--- src/ufn_pkg.sv ---
// Shared types and fixed widths for the unit face normal block.
`default_nettype none
package ufn_pkg;

  localparam int COORD_W = 16;  // vertex coordinate width
  localparam int NORM_W  = 16;  // normal component width

  localparam int EDGE_W  = COORD_W + 1;        // edge vector component
  localparam int PROD_W  = 2 * EDGE_W;         // signed edge product
  localparam int MAG_W   = 2 * EDGE_W;         // cross component magnitude
  localparam int SQ_W    = 2 * MAG_W;          // squared magnitude
  localparam int ROOT_W  = MAG_W + 1;          // integer sqrt result
  localparam int LEN_W   = 2 * ROOT_W;         // squared length

  typedef struct packed {
    logic signed [COORD_W-1:0] p1_x;
    logic signed [COORD_W-1:0] p1_y;
    logic signed [COORD_W-1:0] p1_z;
    logic signed [COORD_W-1:0] p2_x;
    logic signed [COORD_W-1:0] p2_y;
    logic signed [COORD_W-1:0] p2_z;
    logic signed [COORD_W-1:0] p3_x;
    logic signed [COORD_W-1:0] p3_y;
    logic signed [COORD_W-1:0] p3_z;
  } in_data_t;

  typedef struct packed {
    logic signed [NORM_W-1:0] norm_x;
    logic signed [NORM_W-1:0] norm_y;
    logic signed [NORM_W-1:0] norm_z;
    logic                     degenerate;
  } out_data_t;

  // cross product in sign/magnitude form
  typedef struct packed {
    logic [2:0]             neg;
    logic [2:0][MAG_W-1:0]  mag;
  } cross_t;

endpackage
`default_nettype wire

--- src/ufn_div_cell.sv ---
// One quotient bit for all three normal components.
`default_nettype none
module ufn_div_cell
  import ufn_pkg::*;
#(
  parameter int Q_W    = 15,
  parameter int SIDE_W = 4
) (
  input  wire logic                  clk,
  input  wire logic                  rst_n,
  input  wire logic                  en,
  input  wire logic                  valid_i,
  input  wire logic [ROOT_W-1:0]     s_i,
  input  wire logic [2:0][ROOT_W:0]  rem_i,
  input  wire logic [2:0][Q_W-1:0]   q_i,
  input  wire logic [SIDE_W-1:0]     side_i,
  output logic                       valid_o,
  output logic [ROOT_W-1:0]          s_o,
  output logic [2:0][ROOT_W:0]       rem_o,
  output logic [2:0][Q_W-1:0]        q_o,
  output logic [SIDE_W-1:0]          side_o
);

  logic [2:0][ROOT_W:0]  rem_nxt;
  logic [2:0][Q_W-1:0]   q_nxt;
  logic                  valid_r;
  logic [ROOT_W-1:0]     s_r;
  logic [2:0][ROOT_W:0]  rem_r;
  logic [2:0][Q_W-1:0]   q_r;
  logic [SIDE_W-1:0]     side_r;

  always_comb begin
    for (int i = 0; i < 3; i++) begin
      logic            ge;
      logic [ROOT_W:0] d;
      ge = (rem_i[i] >= {1'b0, s_i});
      d  = ge ? (rem_i[i] - {1'b0, s_i}) : rem_i[i];
      // d < s, so the doubled remainder fits
      rem_nxt[i] = {d[ROOT_W-1:0], 1'b0};
      q_nxt[i]   = {q_i[i][Q_W-2:0], ge};
    end
  end

  always_ff @(posedge clk) begin
    if (!rst_n) begin
      valid_r <= 1'b0;
    end else if (en) begin
      valid_r <= valid_i;
    end
  end

  always_ff @(posedge clk) begin
    if (en) begin
      s_r    <= s_i;
      rem_r  <= rem_nxt;
      q_r    <= q_nxt;
      side_r <= side_i;
    end
  end

  assign valid_o = valid_r;
  assign s_o     = s_r;
  assign rem_o   = rem_r;
  assign q_o     = q_r;
  assign side_o  = side_r;

endmodule
`default_nettype wire

--- config.mk ---
export PLATFORM = sky130hd
export DESIGN_NAME = ufn_div_cell
export DESIGN_NICKNAME = d
export VERILOG_FILES = /design/src/ufn_pkg.sv /design/src/ufn_div_cell.sv
export SDC_FILE = /design/constraint.sdc
export NUM_CORES = 1
export LEC_CHECK = 0
export BUFFER_PORTS_ARGS = -buffer_cell sky130_fd_sc_hd__buf_2
export CORE_ASPECT_RATIO = 1.2
export CORE_UTILIZATION = 30
export DETAILED_ROUTE_END_ITERATION = 8
export PLACE_DENSITY = 0.63
export SYNTH_ARGS = -nofsm -noshare
export SYNTH_HDL_FRONTEND = slang
export SYNTH_SLANG_ARGS = --single-unit
--- constraint.sdc ---
create_clock -name clk -period 4.9 [get_ports clk]
set_clock_uncertainty 0.15 [all_clocks]
set_input_delay 0.245 -clock clk [delete_from_list [all_inputs] [get_ports clk]]
set_output_delay 0.245 -clock clk [all_outputs]
set_load 0.01 [all_outputs]
Yosys cells after proc, flatten, opt, wreduce, memory -nomap -nowiden. Index checks and enable logic that the tools add are counted.

Add/subtract/negate cells: 3. $lt $le $gt $ge: 3. Multiplexer cells: 3.

Operators by type and width (count): >= comparator 36 x 35 -> 1 bit (3); 2-to-1 mux 35 bit (3); subtractor 35 bit (3).

Bits in registers: 190. Output and inout port bits: 193. Word-level logic and storage cells: 18.

Logic depth before layout (Yosys ltp).
Word-level depth: 2. Mapped depth: 15. Gate-level depth less buffers: 13.

Worst setup path before layout. No wires, ideal clock.

Kind: in2reg. From: in s_i[3]. To: reg rem_r (netlist bit rem_o[46]), data pin. Setup time: 260 ps. Arrival: 2867 ps. Path slack: 1623 ps. Stages on the path: 12. Path buffers: 1. Cell sequence: inv_1 -> ha_1 -> o211ai_1 -> a21oi_1 -> a211oi_2 -> o21ai_1 -> a21oi_2 -> o31ai_1 -> a222oi_1 -> nand2_2 -> buf_6 -> mux2_4.

RTL lines: from (decl) (line ufn_div_cell.sv:13) `input wire logic [ROOT_W-1:0] s_i,`; to (signal assigned) (line ufn_div_cell.sv:55) `rem_r <= rem_nxt;`; to (decl) (line ufn_div_cell.sv:28) `logic [2:0][ROOT_W:0] rem_r;`.

==> impl_metrics.json <==
{
  "drt_iter0_drc": 541,
  "grt_pass1_vias": 11100,
  "areaGrowthSynthToFinish_pct": 39.8,
  "finalSetupViolCount": 0,
  "drc": 0,
  "wirelength_um": 39700,
  "synth_top_family_by_area": "compound AO/OA/AOI/OAI gates",
  "drive_gt1_share_pct": 25.7,
  "clk_latency_ns": 0.46,
  "synth_warnings": 0,
  "cts_resized": 0,
  "ant_nets": 0,
  "rows": 80,
  "worst_setup_path_start_kind": "input pin",
  "grt_first_pass_wirelength_um": 59900,
  "ios": 389,
  "synthDistinctLibCells": 62,
  "maxSlewHeadroom_pct": 36.6,
  "yosysSeqAreaShare_pct": 46.4,
  "max_freq_mhz": 232,
  "synth-seq-cells": 190,
  "async_flop_share_pct": 0,
  "slowest_delay_ns": 0.54,
  "die_w_um": 187,
  "power.density_nw_per_um2": 293,
  "leakagePower_nw": 7.51,
  "cap_viol_max_count": 0,
  "crit_chain": "dlygate4sd3_1 -> buf_2 -> inv_1 -> ha_1 -> a21oi_1 -> o21ai_0 -> a221oi_1 -> nand3_1 -> o22ai_2 -> o21ai_1 -> a21o_1 -> a211oi_4 -> buf_4 -> mux2_2",
  "wl_per_cell_um": 17.3,
  "firstDrtPassIters": 5,
  "via_per_inst": 4.88,
  "share_comb_of_total_power_pct": 30.5,
  "worstPathMaxFanout": 69,
  "setup_ws_ns": 0.583,
  "yosys-top-cells-area": "edfxtp_1, ha_1, a21oi_1",
  "grtUsageTotal_pct": 18.9,
  "initial_utilization_pct": 30.6,
  "syn-instance-count": 1196,
  "dp_hpwl_um": 30300,
  "worst_setup_path_end_kind": "flop",
  "cp.required_ns": 4.96,
  "overflow": 0,
  "critPathArrivalTime_ns": 4.37,
  "root_buffer": "clkbuf_16",
  "setup_tns_ns": 0,
  "synth_compound_gate_area_share_pct": 18.4,
  "coreArea_um2": 40000,
  "grt_max_degree": 101,
  "cp_top_family": "compound AO/OA/AOI/OAI gates",
  "synth_enable_flop_cells": 189,
  "synth_top_area_share_pct": 46.3,
  "instances_no_fill": 2293,
  "dp_slack_ns": 0.725,
  "synthMuxAreaShare_pct": 2.49,
  "place_inst": 2078,
  "synth_area_um2": 12300,
  "io_buffers": 382,
  "swShare_pct": 30.7,
  "layout_min_cycle_time_ns": 4.32,
  "p_sw_mw": 1.55,
  "synthAdderAreaFrac_pct": 11.2,
  "slew_viol_final": 0,
  "rsz0062_at_grt": "false",
  "p_seq_share_pct": 41.8,
  "nNetsFinal": 2049,
  "ys.flop_type": "edfxtp_1",
  "cts_buffers": 17,
  "period_share_pct": 88.1,
  "die_h_um": 224,
  "fin_util_pct": 42.8,
  "cts_max_level": 4,
  "clkSinkCount": 190,
  "clkPwrFrac_pct": 27.7,
  "synth-simple-area-share_pct": 11.2,
  "num_vias": 11200,
  "die-area_um2": 41700,
  "critPathKind": "input pin to flop",
  "min_path_type": "input pin to flop",
  "final_cell_mix": "buf_2, edfxtp_1, dlygate4sd3_1",
  "worst-slew-pin-transition_ns": 0.951,
  "p_int_mw": 3.48,
  "path_clk_slew_ns": 0.07,
  "cp_num_buf_inv": 4,
  "outcome": "finished, final reports clean",
  "final-hold-violation-count": 0,
  "synthXorXnorAreaFrac_pct": 6.64,
  "final_common_cell": "buf_2",
  "antenna_found_initial": 4,
  "cp_slowest_cell": "dlygate4sd3_1",
  "cts_tree": "yes",
  "yosys.area.top_type": "edfxtp_1",
  "clockBufferDepth": 2,
  "synth_area_per_cell_um2": 10.3,
  "hold_ws_ns": 0.0179,
  "place_congestion": 0.894,
  "power.ir.vdd_worst_uv": 269
}
==> area by class of cell <==
class,instances,area [um2]
Timing Repair Buffer,570,3820
Inverter,62,233
Clock buffer,17,425
Fill cell,3852,22900
Antenna cell,3,7.51
Clock inverter,14,143
Multi-Input combinational cell,904,6160
Tap cell,533,667
Sequential cell,190,5700
==> final timing paths <==
kind | start | end | slack (ns) | depth (start not counted)
max | s_i[15] | rem_o[84] | 0.58 | 14
min | rem_i[26] | rem_o[27] | 0.02 | 3
max reg2reg | valid_o | valid_o | 3.58 | 3
min reg2reg | valid_o | valid_o | 0.95 | 3
==> power by group through the flow <==
stage | clock network, mW | registers [mW] | logic [mW]
after detailed placement | 0 | 2.13 | 1.41
after global routing | 1.49 | 2.12 | 1.69
final | 1.39 | 2.10 | 1.53
after floorplan | 0 | 2.24 | 0.766
after global placement | 0 | 2.13 | 1.39
after CTS | 1.45 | 2.10 | 1.53
==> synthesized netlist by cell type, types with 5 or more instances <==
| cell | number |
|---|---|
| a211oi_1 | 11 |
| a21o_1 | 51 |
| a21oi_1 | 143 |
| a31oi_1 | 17 |
| and3_1 | 7 |
| clkbuf_1 | 31 |
| edfxtp_1 | 189 |
| ha_1 | 105 |
| inv_1 | 62 |
| mux2_2 | 20 |
| nand2_1 | 90 |
| nand2b_1 | 19 |
| nand3_1 | 21 |
| nand4_1 | 18 |
| nor2_1 | 96 |
| nor2b_1 | 14 |
| nor3_1 | 9 |
| nor4_1 | 5 |
| o21a_1 | 6 |
| o21ai_0 | 92 |
| o21ai_1 | 5 |
| o21bai_1 | 9 |
| o31ai_1 | 7 |
| or3_1 | 5 |
| xnor2_1 | 55 |
| xor2_1 | 38 |
==> layer usage <==
| metal | global-route usage (%) | routed length [um] | vias up |
|---|---|---|---|
| met4 | 8.78 | 1260 | 2 |
| met5 | 0 | 10 | - |
| met2 | 34.0 | 20200 | 324 |
| met3 | 3.54 | 1730 | 58 |
| met1 | 21.5 | 16400 | 5256 |
| li1 | - | - | 5544 |
==> through the flow <==
step	cell area, um2	power (mW)
floorplan	12300	3.01
CTS	17100	5.08
global route	17200	5.30
finish	17200	5.03
detailed placement	14800	3.54
global placement	14800	3.52
==> repair_timing <==
action                                  CTS  global route
hold buffers                            181             0
hold endpoints to repair                180             0
endpoints found under the setup margin    0             0
buffers inserted                          0             0
==> worst register-to-register path, cell delays in order (launching register included) <==
cell and delay, ns:
dfxtp_1 0.32, mux2i_1 0.12, nor2b_1 0.06, dlygate4sd3_1 0.56
==> logic make-up (layout without fill, tap and decap cells) <==
family	after synthesis	in the layout
multiplexers	26	26
buffers and inverters	104	663
AO/OA/AOI/OAI	377	377
AND/OR/NAND/NOR	297	297
XOR/XNOR	93	93
other	1	6
adder cells (fa/ha/maj)	108	108
flip-flops	190	190
==> registers in the layout, summed over array words and instances (netlist names) <==
name / cells
valid_o: 1
q_o: 45
s_o: 35
side_o: 4
rem_o: 105
Note: power is estimated with default switching activity, not from simulation.
