==> config.mk <==
export PLATFORM = sky130hd
export DESIGN_NAME = ufn_sqrt_cell
export DESIGN_NICKNAME = d
export VERILOG_FILES = /design/src/ufn_pkg.sv /design/src/ufn_sqrt_cell.sv
export SDC_FILE = /design/constraint.sdc
export NUM_CORES = 1
export LEC_CHECK = 0
export ABC_AREA = 1
export BUFFER_PORTS_ARGS = -buffer_cell sky130_fd_sc_hd__buf_2
export CAP_MARGIN = 5
export CORE_ASPECT_RATIO = 0.9
export CORE_UTILIZATION = 40
export DETAILED_ROUTE_END_ITERATION = 10
export PLACE_DENSITY = 0.76
export SYNTH_ARGS = -nofsm -noshare
export SYNTH_HDL_FRONTEND = slang
export SYNTH_SLANG_ARGS = --single-unit
==> constraint.sdc <==
create_clock -name clk -period 2.3 [get_ports clk]
set_input_delay 0.46 -clock clk [delete_from_list [all_inputs] [get_ports clk]]
set_output_delay 0.46 -clock clk [all_outputs]
set_load 0.02 [all_outputs]
==> src/ufn_pkg.sv <==
// Shared types and fixed widths for the unit face normal block.
`default_nettype none
package ufn_pkg;

  localparam int COORD_W = 16;  // vertex coordinate width
  localparam int NORM_W  = 16;  // normal component width

  localparam int EDGE_W  = COORD_W + 1;        // edge vector component
  localparam int PROD_W  = 2 * EDGE_W;         // signed edge product
  localparam int MAG_W   = 2 * EDGE_W;         // cross component magnitude
  localparam int SQ_W    = 2 * MAG_W;          // squared magnitude
  localparam int ROOT_W  = MAG_W + 1;          // integer sqrt result
  localparam int LEN_W   = 2 * ROOT_W;         // squared length

  typedef struct packed {
    logic signed [COORD_W-1:0] p1_x;
    logic signed [COORD_W-1:0] p1_y;
    logic signed [COORD_W-1:0] p1_z;
    logic signed [COORD_W-1:0] p2_x;
    logic signed [COORD_W-1:0] p2_y;
    logic signed [COORD_W-1:0] p2_z;
    logic signed [COORD_W-1:0] p3_x;
    logic signed [COORD_W-1:0] p3_y;
    logic signed [COORD_W-1:0] p3_z;
  } in_data_t;

  typedef struct packed {
    logic signed [NORM_W-1:0] norm_x;
    logic signed [NORM_W-1:0] norm_y;
    logic signed [NORM_W-1:0] norm_z;
    logic                     degenerate;
  } out_data_t;

  // cross product in sign/magnitude form
  typedef struct packed {
    logic [2:0]             neg;
    logic [2:0][MAG_W-1:0]  mag;
  } cross_t;

endpackage
`default_nettype wire

==> src/ufn_sqrt_cell.sv <==
// One root bit of the integer square root chain.
`default_nettype none
module ufn_sqrt_cell
  import ufn_pkg::*;
#(
  parameter int SIDE_W = 8
) (
  input  wire logic              clk,
  input  wire logic              rst_n,
  input  wire logic              en,
  input  wire logic              valid_i,
  input  wire logic [LEN_W-1:0]  x_i,
  input  wire logic [ROOT_W+1:0] rem_i,
  input  wire logic [ROOT_W-1:0] root_i,
  input  wire logic [SIDE_W-1:0] side_i,
  output logic                   valid_o,
  output logic [LEN_W-1:0]       x_o,
  output logic [ROOT_W+1:0]      rem_o,
  output logic [ROOT_W-1:0]      root_o,
  output logic [SIDE_W-1:0]      side_o
);

  logic [ROOT_W+1:0] r, trial;
  logic              ge;
  logic              valid_r;
  logic [LEN_W-1:0]  x_r;
  logic [ROOT_W+1:0] rem_r;
  logic [ROOT_W-1:0] root_r;
  logic [SIDE_W-1:0] side_r;

  // remainder never exceeds twice the partial root, so its top bits are zero here
  assign r     = {rem_i[ROOT_W-1:0], x_i[LEN_W-1 -: 2]};
  assign trial = {root_i, 2'b01};
  assign ge    = (r >= trial);

  always_ff @(posedge clk) begin
    if (!rst_n) begin
      valid_r <= 1'b0;
    end else if (en) begin
      valid_r <= valid_i;
    end
  end

  always_ff @(posedge clk) begin
    if (en) begin
      x_r    <= {x_i[LEN_W-3:0], 2'b00};
      rem_r  <= ge ? (r - trial) : r;
      root_r <= {root_i[ROOT_W-2:0], ge};
      side_r <= side_i;
    end
  end

  assign valid_o = valid_r;
  assign x_o     = x_r;
  assign rem_o   = rem_r;
  assign root_o  = root_r;
  assign side_o  = side_r;

endmodule
`default_nettype wire

[Yosys cells after proc, flatten, opt, wreduce, memory -nomap -nowiden]
Index checks and enable logic that the tools add are counted.
Word-level totals
  output and inout port bits: 151
  bits in registers: 149
  input bits: 154
Operators by class
  add/subtract/negate cells: 1
  muxes and demuxes: 1
  magnitude comparators: 1
Operators with widths (count)
  $ge 37x37->1: 1
  $mux 37: 1
  $sub 37x37->37: 1

[Logic depth before layout (Yosys ltp)]
Gate-level depths: netlist (run 1).
  depth after elaboration: 2
  gate-level depth with buffers: 16

[Worst setup path after synthesis (run 1)]
Ideal clock, no wire load.
  path type: input to register
  start point: input port root_i[19]
  end point: register rem_r[11], in the netlist rem_o[11] (data pin)
  library setup time: 253 ps
  arrival: 1843 ps
  stages on the path: 12
  slack: 204 ps
  cell sequence: inv_1 > ha_1 > nand2_2 > nor2_4 > nand2_2 > nor2_2 > nand3_1 > and3_1 > buf_6 > buf_8 > nand3_1 > nand2_1
Between the ends
  word-level cells in the longest chain between the ends: 2
RTL lines
  start, declared: RTL line ufn_sqrt_cell.sv:14  | input wire logic [ROOT_W-1:0] root_i,
  $ge 37x37->1: RTL line ufn_sqrt_cell.sv:34  | assign ge = (r >= trial);
  $mux 37: RTL line ufn_sqrt_cell.sv:47  | rem_r <= ge ? (r - trial) : r;
  end signal, assigned: RTL line ufn_sqrt_cell.sv:47
  end, declared: RTL line ufn_sqrt_cell.sv:27  | logic [ROOT_W+1:0] rem_r;
Every way passes these cells.
A chain may end at the register's enable or synchronous reset.

[Worst setup path after layout (run 1)]
  start point: input port root_i[14]
  end point: register rem_r[22], in the netlist rem_o[22] (data pin)
Between the ends
  word-level cells in the longest chain between the ends: 2
RTL lines (RTL line)
  $sub 37x37->37 / $ge 37x37->1 (equally long branches): ufn_sqrt_cell.sv:47, ufn_sqrt_cell.sv:34
  $mux 37 (*): ufn_sqrt_cell.sv:47
Mark *: on every way between the ends. The rest lies on a longest branch, timed or not.

==> metrics.txt, run 1 <==
Critical Path RT 2.60 ns; # resized after CTS 0; drt pass-1 iters 7; Total Wirelength 24000 µm; reg-to-reg startpoint valid_o; status completed; peak supply drop 579 µV; TritonCTS clock tree yes; Crit path arrival time roughly 2.4 ns; pin count of the biggest net entering global routing 47; vias in the first global route 6995; placeable core region 20000 µm²; syn avg cell area 9.26 µm²; Area after DPL 10900 µm²; type of origin of the critical path input pin; critical path peak fanout 14; fin nets 1500; FILL cells 1833; HP Start x_i[61]; CTS Hold Bufs 0; number of antenna violations at the first check in global routing 4; worst slew pin tran 0.493 ns; synth-to-layout area growth 39.9%; worst relative slew slack 66.8%; Post-CTS Setup Inserts 0; Synth Instances 885; max-cap viol count 0; Yosys top cell area share 54.2%; post-DP HPWL about 19000 µm; grt ovf 0; Placed Cells incl. Taps 1545; Power Density between 700 and 800 nW/µm²; hold depth 1; Final ANT Viol Nets 0; Final Critical Period 2.05 ns; GPL Wtd Cong 0.901; Die ar. 21100 µm²; ys flop type edfxtp_1; R2R depth 2; Synth async-reset ratio 0%; Hold Crit Endpoint x_o[63]; Ports 305; Pins Over Slew Limit 0; Setup Skew 0 ns; fin cells 1580; register area share after synthesis 54.4%; Netlist Area Pre-Place 8200 µm²; Fmax achieved 487 MHz; Num CTS Buffers 17; worst hold path type in2reg; worst skew pair latency 0.43 ns; Avg Vias per Cell ~4.6; CP Class in2reg; port bufs 300; CTS Buffer Depth 2; Clock Sinks 149; Reg-to-Reg End valid_o; cells taking the most area after synthesis edfxtp_1, nand2_1, inv_1, ha_1, nand3_1; most frequent cells in the layout buf_2, nand2_1, inv_1, edfxtp_1, buf_4; CP Capture Type flip-flop; commonest non-fill, non-tap cell in the layout buf_2; Worst-path clk slew 0.08 ns; first-pass GRT wire length 36100 µm; ratio of cells with drive above 1 in the final layout 37.8%; leakage power 0.00590 µW; GR Util All Layers 22.6%; Fin. Hold Viols 0; Post-synth EDFFs 148; FF-to-FF setup slack 1.67 ns; vias around 7.3k; period utilization 89.2%; initial core utilization 40.9%; RSZ-0062 raised after global routing no; Horiz. Die Dim approximately 150 µm; Avg WL per Cell 15.2 µm; Site Rows 49; Synth cell types 35; YS warnings 0; Die Y 138 µm; largest area contributor in the netlist edfxtp_1; clock root buffer clkbuf_16; Iteration-0 DRC Markers 360; Final Cell Area 11500 µm²; Yosys reg bits around 150; DRC viols 0; H-tree depth 4; # setup viols final 0
[metal layers]
| metal | track usage, % | share of wire [%] | vias up |
|---|---|---|---|
| met5 | 0 | 0.054 | - |
| met4 | 7.18 | 1.9 | 2 |
| met3 | 5.82 | 6.2 | 27 |
| met2 | 38.2 | 47 | 205 |
| met1 | 28.5 | 44 | 3355 |
| li1 | - | - | 3716 |
[cell usage after synthesis, types with 3 or more instances]
cell / number
o21ai_0: 9
nand2_2: 9
nand3_1: 54
edfxtp_1: 148
buf_8: 4
ha_1: 37
a21oi_1: 26
nor2_1: 58
nand3b_1: 10
nor3_1: 7
nand4_1: 4
xor2_1: 17
o21bai_1: 5
buf_6: 3
nor2_2: 7
buf_2: 3
nand3_2: 25
inv_1: 148
nand2_1: 289
[how the worst max path moves through the flow]
stage	startpoint	depth (start not counted)	end	slack (ns)
global route	root_i[14]	16	rem_o[15]	0.06
finish	root_i[14]	16	rem_o[22]	0.25
floorplan	root_i[19]	12	rem_o[11]	0.20
global placement	root_i[14]	16	rem_o[24]	-0.17
detailed placement	root_i[14]	15	rem_o[35]	-0.19
CTS	root_i[14]	16	rem_o[21]	0.24
[state kept, by name (all words and copies together) (netlist names)]
signal	cells
rem_o	37
valid_o	1
side_o	8
root_o	35
x_o	68
[report_power, final]
part | total, µW | switching, µW | internal [µW]
sequential | 3350 | 60.7 | 3290
clock | 2820 | 1340 | 1470
combinational | 2030 | 1230 | 803
[critical path: stages]
cell     delay, ns
buf_2         0.10
inv_1         0.06
ha_1          0.34
nand2_1       0.12
inv_1         0.06
nand2_1       0.06
nand2_1       0.08
a21oi_2       0.20
buf_4         0.14
nor2_1        0.03
nor2_1        0.15
nand2_2       0.10
nand2_4       0.13
buf_12        0.16
nand3_1       0.08
nand2_1       0.06
[stage by stage]
stage / hold slack, ns / setup TNS (ns) / power [µW] / util, % / worst slack (ns)
2_1_floorplan: 0.553 / 0 / 4550 / - / 0.204
3_3_place_gp: 0.518 / -5.31 / 5410 / 54.2 / -0.167
3_5_place_dp: 0.522 / -5.89 / 5440 / 54.2 / -0.190
4_1_cts: 0.184 / 0 / 8260 / 57.2 / 0.245
5_1_grt: 0.178 / 0 / 8560 / 57.2 / 0.0598
6_report: 0.198 / 0 / 8200 / 57.2 / 0.247
[cell type report]
cell class	instances	area, µm²	share of cell area (%)
Clock buffer	17	425	3.71
Clock inverter	15	170	1.48
Inverter	151	567	4.94
Sequential cell	149	4460	38.9
Antenna cell	3	7.51	0.0655
Tap cell	255	319	2.78
Timing Repair Buffer	418	2510	21.9
Multi-Input combinational cell	572	3010	26.2
[logic make-up (layout without fill, tap and decap cells)]
kind of cell | Yosys count | in the layout | share of synthesized area, %
and+or+nand+nor | 469 | 469 | 25.9
buffers and inverters | 165 | 601 | 8.91
DFF | 149 | 149 | 54.4
AOI/OAI and AO/OA | 45 | 45 | 3.05
adders and majority gates | 37 | 37 | 5.65
xor gates and xnor gates | 19 | 19 | 2.03
other | 1 | 5 | 0.0457
No activity file was read; power rests on OpenSTA's default activity.
==> run 2, diff against run 1 <==
Settings changed: ABC_CLOCK_PERIOD_IN_PS set to 2300, CTS_BUF_LIST set to sky130_fd_sc_hd__clkbuf_4.
==> metrics.txt, run 2 (same netlist as run 1, synthesis figures left out) <==
status complete, but fails checks; failing checks DRC; max FFs per register 68 (unchanged); worst hold path type in2reg; Placed Cells incl. Taps 1545 (unchanged); fin cells 1613 (+2.1%); Avg Vias per Cell 4.63 (+0.19%); slowest stage delay, CP 0.34 ns (about the same); worst relative slew slack 66.5% (-0.28 points); synth-to-layout area growth 40.4%; Setup Skew 0 ns (unchanged); vias 7472 (+2.3%); R2R depth 2 (unchanged); worst skew pair latency 0.58 ns (+0.15 ns); Iteration-0 DRC Markers 452 (+26%); GR Util All Layers 22.5% (-0.16 points); Setup WS pre-CTS -0.190 ns (unchanged); Fmax achieved 523 MHz (+7.4%); Final ANT Viol Nets 0 (unchanged); Total Wirelength 24900 µm (+3.9%); DRC viols 2 (+2); Clock Sinks 149 (unchanged); ratio of cells with drive above 1 in the final layout 36.9% (-0.95 points); slowest CP cell ha_1; Crit path arrival time 2.35 ns (about the same); CP Capture Type flip-flop; TritonCTS clock tree yes; Worst-path clk slew 0.16 ns (+0.08 ns); grt ovf 0 (unchanged); post-DP HPWL 19100 µm (unchanged); period utilization 83.1% (-6.1 points); CP Class in2reg; clock root buffer clkbuf_4; Critical Path RT 2.74 ns (+0.14 ns); leakage power 0.00591 µW (+0.18%); setup ws final 0.388 ns (+0.141 ns); Pins Over Slew Limit 0 (unchanged); Site Rows 49 (unchanged); peak supply drop 292 µV (-50%); Power Density 621 nW/µm² (-13%); initial core utilization 40.9% (unchanged); # setup viols final 0 (unchanged); Post-CTS Setup Inserts 0 (unchanged); placeable core region 20000 µm² (unchanged); port bufs 300 (unchanged); hold depth 1 (unchanged); worst slew pin tran 0.497 ns (+0.00419 ns); commonest non-fill, non-tap cell in the layout buf_2; setup_tns 0 ns (unchanged); GPL Wtd Cong 0.901 (unchanged); type of origin of the critical path input pin; fin nets 1534 (+2.3%); Pwr Total 7150 µW (-13%); max-cap viol count 0 (unchanged); Die Y 138 µm (unchanged); Avg WL per Cell 15.5 µm (+1.8%); H-tree depth 4 (unchanged); critical path peak fanout 14 (unchanged); pin count of the biggest net entering global routing 47 (unchanged); Final Critical Period 1.91 ns (-0.141 ns); Die ar. 21100 µm² (unchanged); drt pass-1 iters 8 (+1); cell mode on critical path nand2_1; most frequent cells in the layout buf_2, nand2_1, inv_1, edfxtp_1, buf_4; Ports 305 (unchanged); Fin. Hold Viols 0 (unchanged); hold_ws 0.0550 ns (-0.142 ns); RSZ-0062 raised after global routing no; first-pass GRT wire length 36000 µm (-0.52%); number of antenna violations at the first check in global routing 3 (-1); Horiz. Die Dim 153 µm (unchanged); Num CTS Buffers 17 (unchanged); CTS Buffer Depth 2 (unchanged); critical path cell sequence buf_2, inv_1, ha_1, nand2_1, inv_1, nand2_1, nand2_1, a21oi_2, buf_4, nor2_1, nor2_1, nand2_2, nand2_4, buf_12, nand3_1, nand2_1; vias in the first global route 6895 (-1.4%)
## run 2: cell types whose count changed in the layout (fill, tap and decap cells not counted), sizes merged
| cell | previous run | this run |
|---|---|---|
| diode | 3 | 2 |
| dlygate4sd3 | 0 | 34 |
## run 2: through the flow
stage / instance area [µm²] / utilization (%)
2_1_floorplan: 8200 / -
3_3_place_gp: 10900 / 54.2
3_5_place_dp: 10900 / 54.2
4_1_cts: 11200 / 55.7
5_1_grt: 11500 / 57.4
6_report: 11500 / 57.4
## run 2: cell type report
type | count | area [µm²]
Fill cell | 1838 | 8540
Sequential cell | 149 | 4460
Multi-Input combinational cell | 572 | 3010
Timing Repair Buffer | 452 | 2850
Inverter | 151 | 567
Tap cell | 255 | 319
Clock inverter | 15 | 170
Clock buffer | 17 | 128
Antenna cell | 2 | 5.00
## run 2: path summary, 6_finish.rpt
kind	startpoint	slack [ns]	end
worst max-delay path	root_i[14]	0.39	rem_o[22]
worst min-delay path	x_i[30]	0.06	x_o[32]
worst max register to register	valid_o	1.53	valid_o
worst min register to register	valid_o	0.66	valid_o
## run 2: repair_timing
item / CTS / global route
gates resized for setup: 0 / 0
endpoints found under the hold margin: 0 / 34
hold buffers: 0 / 34
## run 2: power by group
part           switching (µW)  total [µW]  internal [µW]
clock                    1200        1710            516
sequential               63.5        3350           3290
combinational            1240        2080            840
## run 2: worst max-delay path: cells and delay by family
family / cells / cell delay (ns)
compound gates: 1 / 0.20
fa+ha+maj: 1 / 0.34
buf+inv: 5 / 0.52
simple gates: 9 / 0.81
## run 2: per-layer routing
layer  track usage [%]  wire length, µm  vias up
li1                  -                -     3782
met1              28.6            10900     3428
met2              38.4            12100      227
met3              5.57             1520       33
met4              5.78              430        2
met5                 0               13        -
